===== config.mk =====
export PLATFORM = sky130hd
export DESIGN_NAME = crc8wfc_engine_flat
export DESIGN_NICKNAME = d
export VERILOG_FILES = /design/src/rtl/crc8wfc_pkg.sv /design/src/rtl/crc8wfc_if.sv /design/src/rtl/crc8wfc_engine.sv /design/src/flat_wrapper.sv
export SDC_FILE = /design/constraint.sdc
export NUM_CORES = 1
export LEC_CHECK = 0
export BUFFER_PORTS_ARGS = -buffer_cell sky130_fd_sc_hd__buf_2
export CORE_MARGIN = 10
export CORE_UTILIZATION = 45
export CTS_BUF_LIST = sky130_fd_sc_hd__clkbuf_2
export CTS_CLUSTER_SIZE = 16
export DETAILED_ROUTE_END_ITERATION = 16
export MAX_ROUTING_LAYER = met4
export PLACE_DENSITY = 0.67
export RECOVER_POWER = 25
export REMOVE_ABC_BUFFERS = 1
export SYNTH_ARGS = -nofsm -noshare
export SYNTH_HDL_FRONTEND = slang
export SYNTH_SLANG_ARGS = --single-unit

===== constraint.sdc =====
create_clock -name clk -period 2.7 [get_ports clk]
set_input_delay 0.405 -clock clk [delete_from_list [all_inputs] [get_ports clk]]
set_output_delay 0.405 -clock clk [all_outputs]
set_load 0.01 [all_outputs]

===== src/rtl/crc8wfc_pkg.sv =====
package crc8wfc_pkg;

    // CRC-8 constants: polynomial x^8 + x^5 + x^4 + 1, MSB first, no final XOR.
    localparam logic [7:0] CRC_POLY = 8'h31;
    localparam logic [7:0] CRC_INIT = 8'hFF;

    // Structural limits.
    localparam int MAX_WORDS_DEFAULT = 8;
    localparam int INDEX_LIMIT       = 8;

    // Register map.
    localparam int CFG_INDEX_W = 2;
    localparam int CFG_DATA_W  = 16;
    localparam logic [CFG_INDEX_W-1:0] REG_WORDS_PER_FRAME = 2'd0;
    localparam logic [CFG_INDEX_W-1:0] REG_CHECK_ENABLE    = 2'd1;
    localparam logic [CFG_INDEX_W-1:0] REG_FIRST_LIMIT     = 2'd2;

    // Register reset values.
    localparam logic [3:0]  WORDS_PER_FRAME_RST = 4'd3;
    localparam logic        CHECK_ENABLE_RST    = 1'b1;
    localparam logic [15:0] FIRST_LIMIT_RST     = 16'd40000;

    // Frame status codes.
    typedef enum logic [1:0] {
        STATUS_OK   = 2'd0,
        STATUS_CRC  = 2'd1,
        STATUS_ZERO = 2'd2,
        STATUS_HIGH = 2'd3
    } status_t;

    // Position of the next byte within its three-byte group.
    typedef enum logic [2:0] {
        PH_HIGH = 3'b001,
        PH_LOW  = 3'b010,
        PH_CRC  = 3'b100
    } phase_t;

    // Configuration as seen by the frame engine.
    typedef struct packed {
        logic [3:0]  words_per_frame;
        logic        check_enable;
        logic [15:0] first_limit;
    } cfg_t;

    // One byte of CRC update, eight shift steps.
    function automatic logic [7:0] crc_byte(input logic [7:0] crc, input logic [7:0] data);
        logic [7:0] c;
        c = crc ^ data;
        for (int i = 0; i < 8; i++) begin
            if (c[7])
            begin
                c = {c[6:0], 1'b0} ^ CRC_POLY;
            end
            else
            begin
                c = {c[6:0], 1'b0};
            end
        end
        return c;
    endfunction

endpackage


===== src/rtl/crc8wfc_if.sv =====
// Byte request channel.
interface crc8wfc_byte_if;
    logic       valid;
    logic       ready;
    logic [7:0] rx_byte;
    logic       frame_start;

    modport source (output valid, output rx_byte, output frame_start, input ready);
    modport sink   (input valid, input rx_byte, input frame_start, output ready);
endinterface

// Word result channel.
interface crc8wfc_word_if;
    logic        valid;
    logic        ready;
    logic [15:0] word_value;
    logic [2:0]  word_index;
    logic        word_crc_ok;
    logic        frame_last;
    logic [1:0]  frame_status;

    modport source (output valid, output word_value, output word_index, output word_crc_ok,
                    output frame_last, output frame_status, input ready);
    modport sink   (input valid, input word_value, input word_index, input word_crc_ok,
                    input frame_last, input frame_status, output ready);
endinterface


===== src/rtl/crc8wfc_engine.sv =====
module crc8wfc_engine #(
    parameter int MAX_WORDS = crc8wfc_pkg::MAX_WORDS_DEFAULT
) (
    input  logic                  clk,
    input  logic                  rst_n,
    input  crc8wfc_pkg::cfg_t     cfg,
    crc8wfc_byte_if.sink          byte_in,
    crc8wfc_word_if.source        word_out
);

    // Effective frame length bound: the word index reaches at most eight words.
    localparam int          CAP_INT = (MAX_WORDS > crc8wfc_pkg::INDEX_LIMIT)
                                      ? crc8wfc_pkg::INDEX_LIMIT
                                      : ((MAX_WORDS < 1) ? 1 : MAX_WORDS);
    localparam logic [3:0]  LEN_CAP = 4'(CAP_INT);

    // Frame state.
    crc8wfc_pkg::phase_t  phase_reg, phase_next;
    logic [7:0]           crc_reg, crc_next;
    logic [7:0]           high_reg, high_next;
    logic [7:0]           low_reg, low_next;
    logic [2:0]           words_seen_reg, words_seen_next;
    logic                 crc_fail_reg, crc_fail_next;
    crc8wfc_pkg::status_t fault_reg, fault_next;

    // Result register.
    logic                 out_valid_reg, out_valid_next;
    logic [15:0]          out_word_reg, out_word_next;
    logic [2:0]           out_index_reg, out_index_next;
    logic                 out_ok_reg, out_ok_next;
    logic                 out_last_reg, out_last_next;
    crc8wfc_pkg::status_t out_status_reg, out_status_next;

    logic                 accept;
    logic                 load_result;
    crc8wfc_pkg::phase_t  phase_eff;
    logic [3:0]           frame_len;
    logic [15:0]          word;
    logic                 crc_ok;
    logic                 is_last;
    logic                 fail_now;
    crc8wfc_pkg::status_t fault_now;

    // A new byte is taken whenever the result register is free or being drained.
    assign byte_in.ready = !out_valid_reg || word_out.ready;
    assign accept        = byte_in.valid && byte_in.ready;

    // Frame length clamped to the range 1 .. cap.
    always_comb
    begin
        frame_len = (cfg.words_per_frame == 4'd0) ? 4'd1 : cfg.words_per_frame;
        if (frame_len > LEN_CAP)
        begin
            frame_len = LEN_CAP;
        end
    end

    // Word assembly, CRC compare and frame status for the CRC byte of a group.
    always_comb
    begin
        word     = {high_reg, low_reg};
        crc_ok   = (crc_reg == byte_in.rx_byte);
        fail_now = crc_fail_reg || !crc_ok;
        fault_now = fault_reg;
        if (words_seen_reg == 3'd0 && cfg.check_enable)
        begin
            if (word == 16'd0)
            begin
                fault_now = crc8wfc_pkg::STATUS_ZERO;
            end
            else if (word > cfg.first_limit)
            begin
                fault_now = crc8wfc_pkg::STATUS_HIGH;
            end
        end
        is_last = ({1'b0, words_seen_reg} + 4'd1) >= frame_len;
    end

    // Frame start discards any partial group.
    assign phase_eff = byte_in.frame_start ? crc8wfc_pkg::PH_HIGH : phase_reg;

    // Next frame state and result load.
    always_comb
    begin
        phase_next      = phase_reg;
        crc_next        = crc_reg;
        high_next       = high_reg;
        low_next        = low_reg;
        words_seen_next = words_seen_reg;
        crc_fail_next   = crc_fail_reg;
        fault_next      = fault_reg;
        load_result     = 1'b0;
        if (accept)
        begin
            if (byte_in.frame_start)
            begin
                words_seen_next = 3'd0;
                crc_fail_next   = 1'b0;
                fault_next      = crc8wfc_pkg::STATUS_OK;
            end
            case (phase_eff)
                crc8wfc_pkg::PH_LOW:
                begin
                    low_next   = byte_in.rx_byte;
                    crc_next   = crc8wfc_pkg::crc_byte(crc_reg, byte_in.rx_byte);
                    phase_next = crc8wfc_pkg::PH_CRC;
                end
                crc8wfc_pkg::PH_CRC:
                begin
                    load_result = 1'b1;
                    phase_next  = crc8wfc_pkg::PH_HIGH;
                    crc_next    = crc8wfc_pkg::CRC_INIT;
                    if (is_last)
                    begin
                        words_seen_next = 3'd0;
                        crc_fail_next   = 1'b0;
                        fault_next      = crc8wfc_pkg::STATUS_OK;
                    end
                    else
                    begin
                        words_seen_next = words_seen_reg + 3'd1;
                        crc_fail_next   = fail_now;
                        fault_next      = fault_now;
                    end
                end
                default:
                begin
                    high_next  = byte_in.rx_byte;
                    crc_next   = crc8wfc_pkg::crc_byte(crc8wfc_pkg::CRC_INIT, byte_in.rx_byte);
                    phase_next = crc8wfc_pkg::PH_LOW;
                end
            endcase
        end
    end

    // Result register contents.
    always_comb
    begin
        out_valid_next  = out_valid_reg && !word_out.ready;
        out_word_next   = out_word_reg;
        out_index_next  = out_index_reg;
        out_ok_next     = out_ok_reg;
        out_last_next   = out_last_reg;
        out_status_next = out_status_reg;
        if (load_result)
        begin
            out_valid_next  = 1'b1;
            out_word_next   = word;
            out_index_next  = words_seen_reg;
            out_ok_next     = crc_ok;
            out_last_next   = is_last;
            out_status_next = crc8wfc_pkg::STATUS_OK;
            if (is_last)
            begin
                out_status_next = fail_now ? crc8wfc_pkg::STATUS_CRC : fault_now;
            end
        end
    end

    // Control state.
    always_ff @(posedge clk or negedge rst_n)
    begin
        if (!rst_n)
        begin
            phase_reg      <= crc8wfc_pkg::PH_HIGH;
            crc_reg        <= crc8wfc_pkg::CRC_INIT;
            words_seen_reg <= 3'd0;
            crc_fail_reg   <= 1'b0;
            fault_reg      <= crc8wfc_pkg::STATUS_OK;
            out_valid_reg  <= 1'b0;
        end
        else
        begin
            phase_reg      <= phase_next;
            crc_reg        <= crc_next;
            words_seen_reg <= words_seen_next;
            crc_fail_reg   <= crc_fail_next;
            fault_reg      <= fault_next;
            out_valid_reg  <= out_valid_next;
        end
    end

    // Payload registers.
    always_ff @(posedge clk)
    begin
        high_reg       <= high_next;
        low_reg        <= low_next;
        out_word_reg   <= out_word_next;
        out_index_reg  <= out_index_next;
        out_ok_reg     <= out_ok_next;
        out_last_reg   <= out_last_next;
        out_status_reg <= out_status_next;
    end

    assign word_out.valid        = out_valid_reg;
    assign word_out.word_value   = out_word_reg;
    assign word_out.word_index   = out_index_reg;
    assign word_out.word_crc_ok  = out_ok_reg;
    assign word_out.frame_last   = out_last_reg;
    assign word_out.frame_status = out_status_reg;

endmodule


===== src/flat_wrapper.sv =====
// flat-port wrapper written by rule: the top's interface ports become plain ports
module crc8wfc_engine_flat 
#(
    parameter int MAX_WORDS = crc8wfc_pkg::MAX_WORDS_DEFAULT
)
  (clk, rst_n, cfg, byte_in_valid, byte_in_rx_byte, byte_in_frame_start, byte_in_ready, word_out_valid, word_out_word_value, word_out_word_index, word_out_word_crc_ok, word_out_frame_last, word_out_frame_status, word_out_ready);
  crc8wfc_byte_if byte_in_i ();
  crc8wfc_word_if word_out_i ();
  input  logic clk;
  input  logic rst_n;
  input  crc8wfc_pkg::cfg_t cfg;
  input wire logic [$bits(byte_in_i.valid)-1:0] byte_in_valid;
  input wire logic [$bits(byte_in_i.rx_byte)-1:0] byte_in_rx_byte;
  input wire logic [$bits(byte_in_i.frame_start)-1:0] byte_in_frame_start;
  output wire logic [$bits(byte_in_i.ready)-1:0] byte_in_ready;
  output wire logic [$bits(word_out_i.valid)-1:0] word_out_valid;
  output wire logic [$bits(word_out_i.word_value)-1:0] word_out_word_value;
  output wire logic [$bits(word_out_i.word_index)-1:0] word_out_word_index;
  output wire logic [$bits(word_out_i.word_crc_ok)-1:0] word_out_word_crc_ok;
  output wire logic [$bits(word_out_i.frame_last)-1:0] word_out_frame_last;
  output wire logic [$bits(word_out_i.frame_status)-1:0] word_out_frame_status;
  input wire logic [$bits(word_out_i.ready)-1:0] word_out_ready;
  assign byte_in_i.valid = byte_in_valid;
  assign byte_in_i.rx_byte = byte_in_rx_byte;
  assign byte_in_i.frame_start = byte_in_frame_start;
  assign byte_in_ready = byte_in_i.ready;
  assign word_out_valid = word_out_i.valid;
  assign word_out_word_value = word_out_i.word_value;
  assign word_out_word_index = word_out_i.word_index;
  assign word_out_word_crc_ok = word_out_i.word_crc_ok;
  assign word_out_frame_last = word_out_i.frame_last;
  assign word_out_frame_status = word_out_i.frame_status;
  assign word_out_i.ready = word_out_ready;
  crc8wfc_engine #(.MAX_WORDS(MAX_WORDS)) u_core (.clk(clk), .rst_n(rst_n), .cfg(cfg), .byte_in(byte_in_i), .word_out(word_out_i));
endmodule

# Word level (Yosys, flattened, before mapping)
# Index checks and enable logic that the tools add are counted.
[word_totals] output_inout_bits=25 word_cells=124 in_bits=34 ff_bits=57
[op_classes] magnitude_cmp=3 reduce_logical=17 bitwise=20 addsub=2 muxes=65 eq_ne=3
[op_table] cell="$mux W8" count=28
[op_table] cell="$mux W6" count=16
[op_table] cell="$not A3 Y3" count=16
[op_table] cell="$gt A16 B16 Y1" count=1
[op_table] cell="$logic_not A16 Y1" count=1
[op_table] cell="$pmux W8 S2" count=1
[op_table] cell="$mux W2" count=6
[op_table] cell="$mux W3" count=4
[op_table] cell="$eq A8 B8 Y1" count=1
[op_table] cell="$mux W4" count=2
[op_table] cell="$not A8 Y8" count=1
[op_table] cell="$xor A8 B8 Y8" count=1
[op_table] cell="$mux W1" count=7
[op_table] cell="$pmux W3 S2" count=1
[op_table] cell="$reduce_and A2 Y1" count=3
[op_table] cell="$add A3 B1 Y4 const B" count=1
[op_table] cell="$ge A4 B4 Y1" count=1
[op_table] cell="$gt A4 B4 Y1 const B" count=1
[op_table] cell="$logic_not A4 Y1" count=1
[op_table] cell="$reduce_or A2 Y1" count=2
[op_table] cell="$add A3 B1 Y3 const B" count=1
[op_table] cell="$eq A3 B2 Y1 const B" count=1
[op_table] cell="$eq A3 B3 Y1 const B" count=1
[op_table] cell="$logic_and A1 B1 Y1" count=3
[op_table] cell="other kinds (5)" count=9

# Depth between registers and ports, before layout
# Gate-level depths: netlist of the first run.
[depth] word_depth=32 mapped_depth=11 depth_no_buf=11

# Worst setup path before layout of the first run
# OpenSTA, ideal clock, no wires.
[synth_timing] path_kind="input port to flip-flop" start="in cfg[1] (netlist name)" end="reg u_core.out_status_reg[0] (netlist: u_core.word_out.frame_status[0]), data pin" path_slack_ns=0.560 stages=8 n_path_buf=0 t_arrival_ns=1.850 setup_ns=0.290 required_ns=2.410 path_cell_list="inv_1 ha_1 nor2b_1 o211ai_1 a21o_1 a311oi_1 o311ai_0 a221oi_1"
[synth_between] elab_chain_len=5
[synth_lines] element="start: declaration" line="flat_wrapper.sv:11" rtl="input crc8wfc_pkg::cfg_t cfg;"
[synth_lines] element="$gt A16 B16 Y1" line="crc8wfc_engine.sv:71" rtl="else if (word > cfg.first_limit)"
[synth_lines] element="$mux W2" line="crc8wfc_engine.sv:71"
[synth_lines] element="$mux W2" line="crc8wfc_engine.sv:67" rtl="if (word == 16'd0)"
[synth_lines] element="$mux W2" line="crc8wfc_engine.sv:65" rtl="if (words_seen_reg == 3'd0 && cfg.check_enable)"
[synth_lines] element="$mux W1" line="crc8wfc_engine.sv:155" rtl="out_status_next = fail_now ? crc8wfc_pkg::STATUS_CRC : fault_now;"
[synth_lines] element="end signal: assignment" line="crc8wfc_engine.sv:192" rtl="out_status_reg <= out_status_next;"
[synth_lines] element="end: declaration" line="crc8wfc_engine.sv:32" rtl="crc8wfc_pkg::status_t out_status_reg, out_status_next;"
# Every way passes these cells.
# A chain may end at the register's enable or synchronous reset.

# Worst setup path after layout of the first run
[layout_timing] start="reg u_core.words_seen_reg[0]" end="reg u_core.words_seen_reg[2]"
[layout_between] elab_chain_len=4 elab_cells_between_ends=5 classes_between="add/sub: 2; order compare: 1; mux: 2"
[layout_lines] element="start: declaration" line="crc8wfc_engine.sv:22" rtl="logic [2:0] words_seen_reg, words_seen_next;"
[layout_lines] element="start signal: assignment" line="crc8wfc_engine.sv:176" rtl="words_seen_reg <= words_seen_next;"
[layout_lines] element="$add A3 B1 Y4" line="crc8wfc_engine.sv:76" rtl="is_last = ({1'b0, words_seen_reg} + 4'd1) >= frame_len;"
[layout_lines] element="$ge A4 B4 Y1" line="crc8wfc_engine.sv:76"
[layout_lines] element="$mux W3 *" line="crc8wfc_engine.sv:113" rtl="if (is_last)"
[layout_lines] element="$mux W3 *" line="crc8wfc_engine.sv:101" rtl="case (phase_eff)"
# Mark *: on every way between the ends. The rest lies on a longest branch, timed or not.

==> results of run 1 <==
[per-layer routing]
| layer | GRT usage, % | vias to the layer above | wire length (microns) |
|---|---|---|---|
| li1 | - | 1078 | - |
| met1 | 16.01 | 1022 | 3048 |
| met2 | 20.90 | 68 | 3104 |
| met3 | 3.150 | 11 | 471 |
| met4 | 6.508 | 0 | 109 |
| met5 | - | - | 0 |
[through the flow]
step | instance area, sq um | setup WS [ns] | cells | total power (W) | util (%)
finish | 3605 | 0.2821 | 412 | 0.002584 | 53.65
global route | 3605 | 0.05129 | 412 | 0.002740 | 53.65
CTS | 3616 | 0.2906 | 412 | 0.002609 | 53.82
detailed placement | 3473 | 0.3491 | 395 | 0.001966 | 51.69
global placement | 3473 | 0.3994 | 395 | 0.001943 | 51.69
floorplan | 3045 | 0.5603 | 252 | 0.001779 | -
[placed cells by master (no fill, tap or decap), types with 2 or more instances in the layout]
cell type  synthesis  layout
xnor2_2            2       2
nand2b_1           2       2
a221oi_1           2       2
clkbuf_1           1       9
clkinv_2           0       3
a21o_1             6       6
buf_4              1       5
dfrtp_1            9       9
clkbuf_2           1      10
nand3_1            3       3
o21ai_0            5       5
buf_2              0      49
and3_1             2       2
xor2_1            13      13
nand2_1           18      18
nand4_1            5       5
nor4_1             5       5
nor2_1            22      22
nor2b_1            2       2
ha_1              22      22
inv_1             24      24
xnor2_1           13      13
a21oi_1           15      15
bufinv_16          0       2
edfxtp_1          39      39
a31oi_1            3       3
a211oi_1           2       2
dfstp_2            9       9
o211ai_1           3       3
o22a_1             2       2
or4b_2             2       2
[logic make-up after synthesis]
logic type / share of synthesized area, %
AO/OA/AOI/OAI: 10.71
XOR/XNOR: 11.77
adder cells (fa/ha/maj): 8.958
buffers and inverters: 3.827
flip-flops: 53.14
multiplexers: 0.3257
AND/OR/NAND/NOR: 11.28
[power groups by stage]
stage,logic [W],registers (W),clock network [W]
after floorplan,0.000629,0.00115,0
after global placement,0.000772,0.00117,0
after detailed placement,0.000791,0.00117,0
after CTS,0.000799,0.00116,0.000654
after global routing,0.000879,0.00117,0.000693
final,0.000792,0.00116,0.000634
[worst min-delay path by stage]
stage / endpoint / slack [ns] / depth (start not counted)
floorplan: u_core.crc_fail_reg / 0.11 / 0
global placement: u_core.word_out.valid / 0.37 / 1
detailed placement: u_core.word_out.valid / 0.37 / 1
CTS: u_core.crc_reg[1] / 0.14 / 2
global route: u_core.word_out.valid / 0.20 / 3
finish: u_core.word_out.valid / 0.20 / 3
[what timing repair did]
item                                   in CTS  in global routing
resized for setup                           0                  0
endpoints found under the hold margin       9                  0
hold buffers                                1                  0
[cell type report]
| cell class | instances | share of cell area [%] |
|---|---|---|
| flip-flops and latches | 57 | 45.30 |
| well taps | 80 | 2.777 |
| clock buffers | 10 | 1.388 |
| multi-input cells | 171 | 36.69 |
| inverters | 24 | 2.499 |
| clock inverters | 6 | 2.291 |
| repair buffers | 64 | 9.059 |
[cell usage after synthesis, drive strengths merged (2+ instances only)]
library cell   n  area (sq um)
dfstp          9         236.5
clkbuf         2         8.750
a221oi         2         17.52
nand2b         2         12.51
o21ai          5         25.02
a21oi         15         75.07
a21o           6         45.04
nand2         18         67.56
nor4b          2         23.77
or4b           2         20.02
xnor2         15         146.4
xnor3          2         48.80
a31oi          3         18.77
nand3          3         15.01
buf            2         18.77
ha            22         275.3
xor3           2         52.55
and3           2         12.51
nor2          22         82.58
dfrtp          9         225.2
a211oi         3         27.52
nor2b          2         12.51
nand4          5         31.28
o211ai         3         22.52
o22a           2         17.52
xor2          13         113.9
edfxtp        39          1171
inv           24         90.09
nor4           5         31.28
[worst max-delay path: cells and delay by family, from the launching register on]
kind	cells	cell delay, ns
buf+inv	1	0.09
fa+ha+maj	2	0.62
compound gates	4	1.02
mux	1	0.16
flops	1	0.48
==> flow_summary.json, run 1 <==
{
  "ys_async_sr_fraction_pct": 31.58,
  "crit_arrival_ns": 2.84,
  "setup_violations": 0,
  "slew_headroom_pct": 30.97,
  "p_per_area_mw_per_mm2": 716.7,
  "hold_class": "in2reg",
  "antenna_found_initial": 0,
  "clkTransAtPathRegs_ns": 0.17,
  "finClkSkew_ns": 0.01774,
  "io_buffers": 58,
  "yosys_register_bits": 57,
  "final_antenna_net_count": 0,
  "vias": 2179,
  "dr.pass1.iters": 5,
  "ys_warn_count": 0,
  "critPathLaunch": "u_core.words_seen_reg[0]",
  "fmax_ghz": 0.4136,
  "synth_edf_count": 39,
  "grt_max_degree": 24,
  "multi_input_comb_area_sq_mm": 0.001323,
  "core_sq_mm": 0.006719,
  "clock_latency_ns": 0.48,
  "max_stage_delay_ns": 0.53,
  "worstRegToRegCells": 8,
  "leakagePower_nw": 1.597,
  "ys_seq_area_share_pct": 53.14,
  "pwr-share-seq_pct": 44.8,
  "cts_tree": "done",
  "area_delta_synth_final_pct": 17.30,
  "grt-ovfl-total": 0,
  "tightestPinTransition_ns": 1.035,
  "cts.sinks": 57,
  "yosysUniqueCellTypes": 51,
  "tns_ns": 0,
  "p_sw_w": 0.0008067,
  "r2r_start": "u_core.words_seen_reg[0]",
  "slowest_stage": "a211oi_2",
  "synth.cell_area_sq_mm": 0.003073,
  "clock_power_share_pct": 24.6,
  "grt_usage_pct": 13.40,
  "fillers": 578,
  "fin_nets": 383,
  "n_antenna_cell": 0,
  "cp-endpoint": "u_core.words_seen_reg[2]",
  "worstPathRequired_ns": 3.13,
  "start_util_pct": 45.74,
  "numCtsBuffers": 9,
  "die_h_microns": 102.6,
  "grt_pass1_wl_mm": 10.58,
  "drv_cap": 0,
  "hp-start": "word_out_ready",
  "cp_max_fo": 9,
  "drv_slew": 0,
  "first_global_vias": 2212,
  "crit_path_start_kind": "register",
  "p_int_w": 0.001777,
  "final.min_clock_period_ns": 2.418,
  "htree_levels": 3,
  "fp.dieW_microns": 102.6,
  "io_pins": 59,
  "largest_reg_flops": 16,
  "swShare_pct": 31.22,
  "period_share_pct": 89.55,
  "post_cts_buffers": 0,
  "finalHoldViolations": 0,
  "hpwl_mm": 5.093,
  "die_area_sq_mm": 0.01053,
  "worstSetupPathType": "reg2reg",
  "row_count": 30,
  "drc": 0,
  "gp_congestion": 0.8831,
  "routed_wl_mm": 6.734,
  "synthCells": 256,
  "drive_above_1_share_pct": 27.11,
  "avgRoutedWirePerCell_microns": 16.34,
  "syn_avg_cell_area_sq_um": 12.00,
  "hold_ws_ns": 0.1979,
  "comb_power_share_pct": 30.6,
  "regArea_sq_mm": 0.001633,
  "reg2reg_setup_slack_ns": 0.28,
  "clockRootBuffer": "clkbuf_2",
  "status": "complete, no violations",
  "drt-vias-per-instance": 5.289,
  "rsz0062_at_grt": "false",
  "ir_drop_mv": 0.3978,
  "synthFlopType": "edfxtp_1",
  "r2r_end": "u_core.words_seen_reg[2]",
  "drt_iter0_drc": 113,
  "worst_setup_path_end_kind": "register",
  "clock_path_buffers": 2,
  "crit_chain": "inv_1 -> ha_1 -> ha_1 -> a21o_1 -> a21o_1 -> a211oi_2 -> a21oi_1 -> mux2i_1"
}
No activity file was read; power rests on OpenSTA's default activity.
==> inputs of run 2 (changes only) <==
Settings changed: ABC_AREA set to 0, ABC_CLOCK_PERIOD_IN_PS set to 2700, CTS_BUF_LIST sky130_fd_sc_hd__clkbuf_2 to sky130_fd_sc_hd__clkbuf_4 sky130_fd_sc_hd__clkbuf_8 sky130_fd_sc_hd__clkbuf_16.
==> run 2 against run 1 <==
  * Via count fell by 0.60%
  * Routed wire length fell by 0.48%
  * Final cell count fell by 0.24%
  * Design area rose by 2.0%
  * Worst setup slack improved by 0.060 ns
  * Total power rose by 9.2%
  * Combinational power fell by 0.6%
  * Sequential share of layout area fell by 0.88 points
  * Count of clock-buffer cells in the layout did not move
  * Fmax rose by 2.6%
  * Register-to-register slack improved by 0.06 ns
==> flow_summary.json, run 2 (same netlist as run 1, synthesis figures left out) <==
{
  "status": "complete, no violations",
  "grt-ovfl-total": 0,
  "fp.dieW_microns": 102.6,
  "drt-vias-per-instance": 5.270,
  "finClkSkew_ns": 0.006407,
  "io_buffers": 58,
  "rsz0062_at_grt": "false",
  "fillers": 568,
  "grt_max_degree": 24,
  "drv_cap": 0,
  "hold_buffers": 0,
  "cts_resized": 0,
  "worstPathRequired_ns": 2.96,
  "cp_max_fo": 9,
  "routed_wl_mm": 6.702,
  "worst_setup_path_end_kind": "register",
  "first_global_vias": 2194,
  "largest_reg_flops": 16,
  "final_antenna_net_count": 0,
  "io_pins": 59,
  "drive_above_1_share_pct": 27.19,
  "post_cts_buffers": 0,
  "clkTransAtPathRegs_ns": 0.07,
  "cts.sinks": 57,
  "gp_congestion": 0.8831,
  "cts_tree": "done",
  "tightestPinTransition_ns": 1.075,
  "clock_latency_ns": 0.33,
  "worstSetupPathType": "reg2reg",
  "fmax_ghz": 0.4242,
  "dp_slack_ns": 0.3491,
  "period_share_pct": 87.32,
  "grt_pass1_wl_mm": 10.53,
  "start_util_pct": 45.74,
  "numCtsBuffers": 9,
  "antenna_found_initial": 0,
  "setup_violations": 0,
  "drc": 0,
  "finalHoldViolations": 0,
  "tns_ns": 0,
  "fin_nets": 382,
  "die_h_microns": 102.6,
  "final_common_cell": "buf_2",
  "hold_class": "in2async",
  "utilization_pct": 54.71,
  "n_antenna_cell": 0,
  "grt_usage_pct": 13.36,
  "core_sq_mm": 0.006719,
  "drv_slew": 0,
  "die_area_sq_mm": 0.01053,
  "avgRoutedWirePerCell_microns": 16.31,
  "clockRootBuffer": "clkbuf_8",
  "leakagePower_nw": 1.620,
  "row_count": 30,
  "setup_ws_ns": 0.3425,
  "hpwl_mm": 5.093,
  "reg2reg_setup_slack_ns": 0.34,
  "drt_iter0_drc": 99,
  "slew_headroom_pct": 28.34,
  "dr.pass1.iters": 4,
  "final_cell_mix": "49 x buf_2, 39 x edfxtp_1, 24 x inv_1",
  "clock_path_buffers": 2,
  "ir_drop_mv": 0.4090,
  "crit_path_start_kind": "register",
  "crit_arrival_ns": 2.62,
  "final.min_clock_period_ns": 2.358,
  "vias": 2166,
  "area_delta_synth_final_pct": 19.63,
  "htree_levels": 3,
  "p_per_area_mw_per_mm2": 767.5
}
[run 2: cell count changes in the layout (fill, tap and decap cells not counted), sizes merged]
| cell | change |
|---|---|
| dlygate4sd3 | -1 |
[run 2: per-stage QoR]
step / power, W / cells / hold WS, ns / cell area, sq um
floorplan: 0.001779 / 252 / 0.1094 / 3045
global placement: 0.001943 / 395 / 0.3678 / 3473
global route: 0.002976 / 411 / 0.2877 / 3676
CTS: 0.002841 / 411 / 0.01106 / 3687
finish: 0.002821 / 411 / 0.2432 / 3676
detailed placement: 0.001966 / 395 / 0.3743 / 3473
[run 2: layout make-up]
cell class                 instances  area (sq um)  area share (%)
sequential                        57          1633           44.42
inverter                          24         90.09           2.451
timing repair buffer              63         316.6           8.611
clock buffer                      10         131.4           3.574
multi-input combinational        171          1323           35.98
tap                               80         100.1           2.723
clock inverter                     6         82.58           2.246
[run 2: final timing paths]
path	from	endpoint	cells after the start
setup / recovery	u_core.words_seen_reg[0]	u_core.words_seen_reg[2]	8
hold / removal	rst_n	u_core.word_out.valid	1
setup reg to reg	u_core.words_seen_reg[0]	u_core.words_seen_reg[2]	8
hold reg to reg	u_core.crc_reg[4]	u_core.crc_reg[4]	2
max in group asynchronous	rst_n	u_core.words_seen_reg[2]	1
min in group clk	word_out_ready	u_core.word_out.valid	3
[run 2: critical path, stage by stage (launching register included)]
cell and delay (ns):
dfrtp_1 0.44, inv_1 0.08, ha_1 0.32, ha_1 0.30
a21o_1 0.15, a21o_1 0.19, a211oi_2 0.51, a21oi_1 0.14
mux2i_1 0.15
[run 2: power breakdown]
part | total (W) | leakage [nW] | internal [W] | switching [W]
Clock | 0.000874 | 0.109 | 0.000525 | 0.000350
Combinational | 0.000787 | 0.931 | 0.000407 | 0.000380
Sequential | 0.00116 | 0.580 | 0.00106 | 0.0000947
[run 2: layer usage]
layer | wire length, microns | vias to the layer above | GRT usage (%)
met4 | 139 | 0 | 6.182
met5 | 0 | - | -
li1 | - | 1072 | -
met1 | 3023 | 1015 | 15.85
met2 | 3032 | 68 | 20.66
met3 | 507 | 11 | 3.753
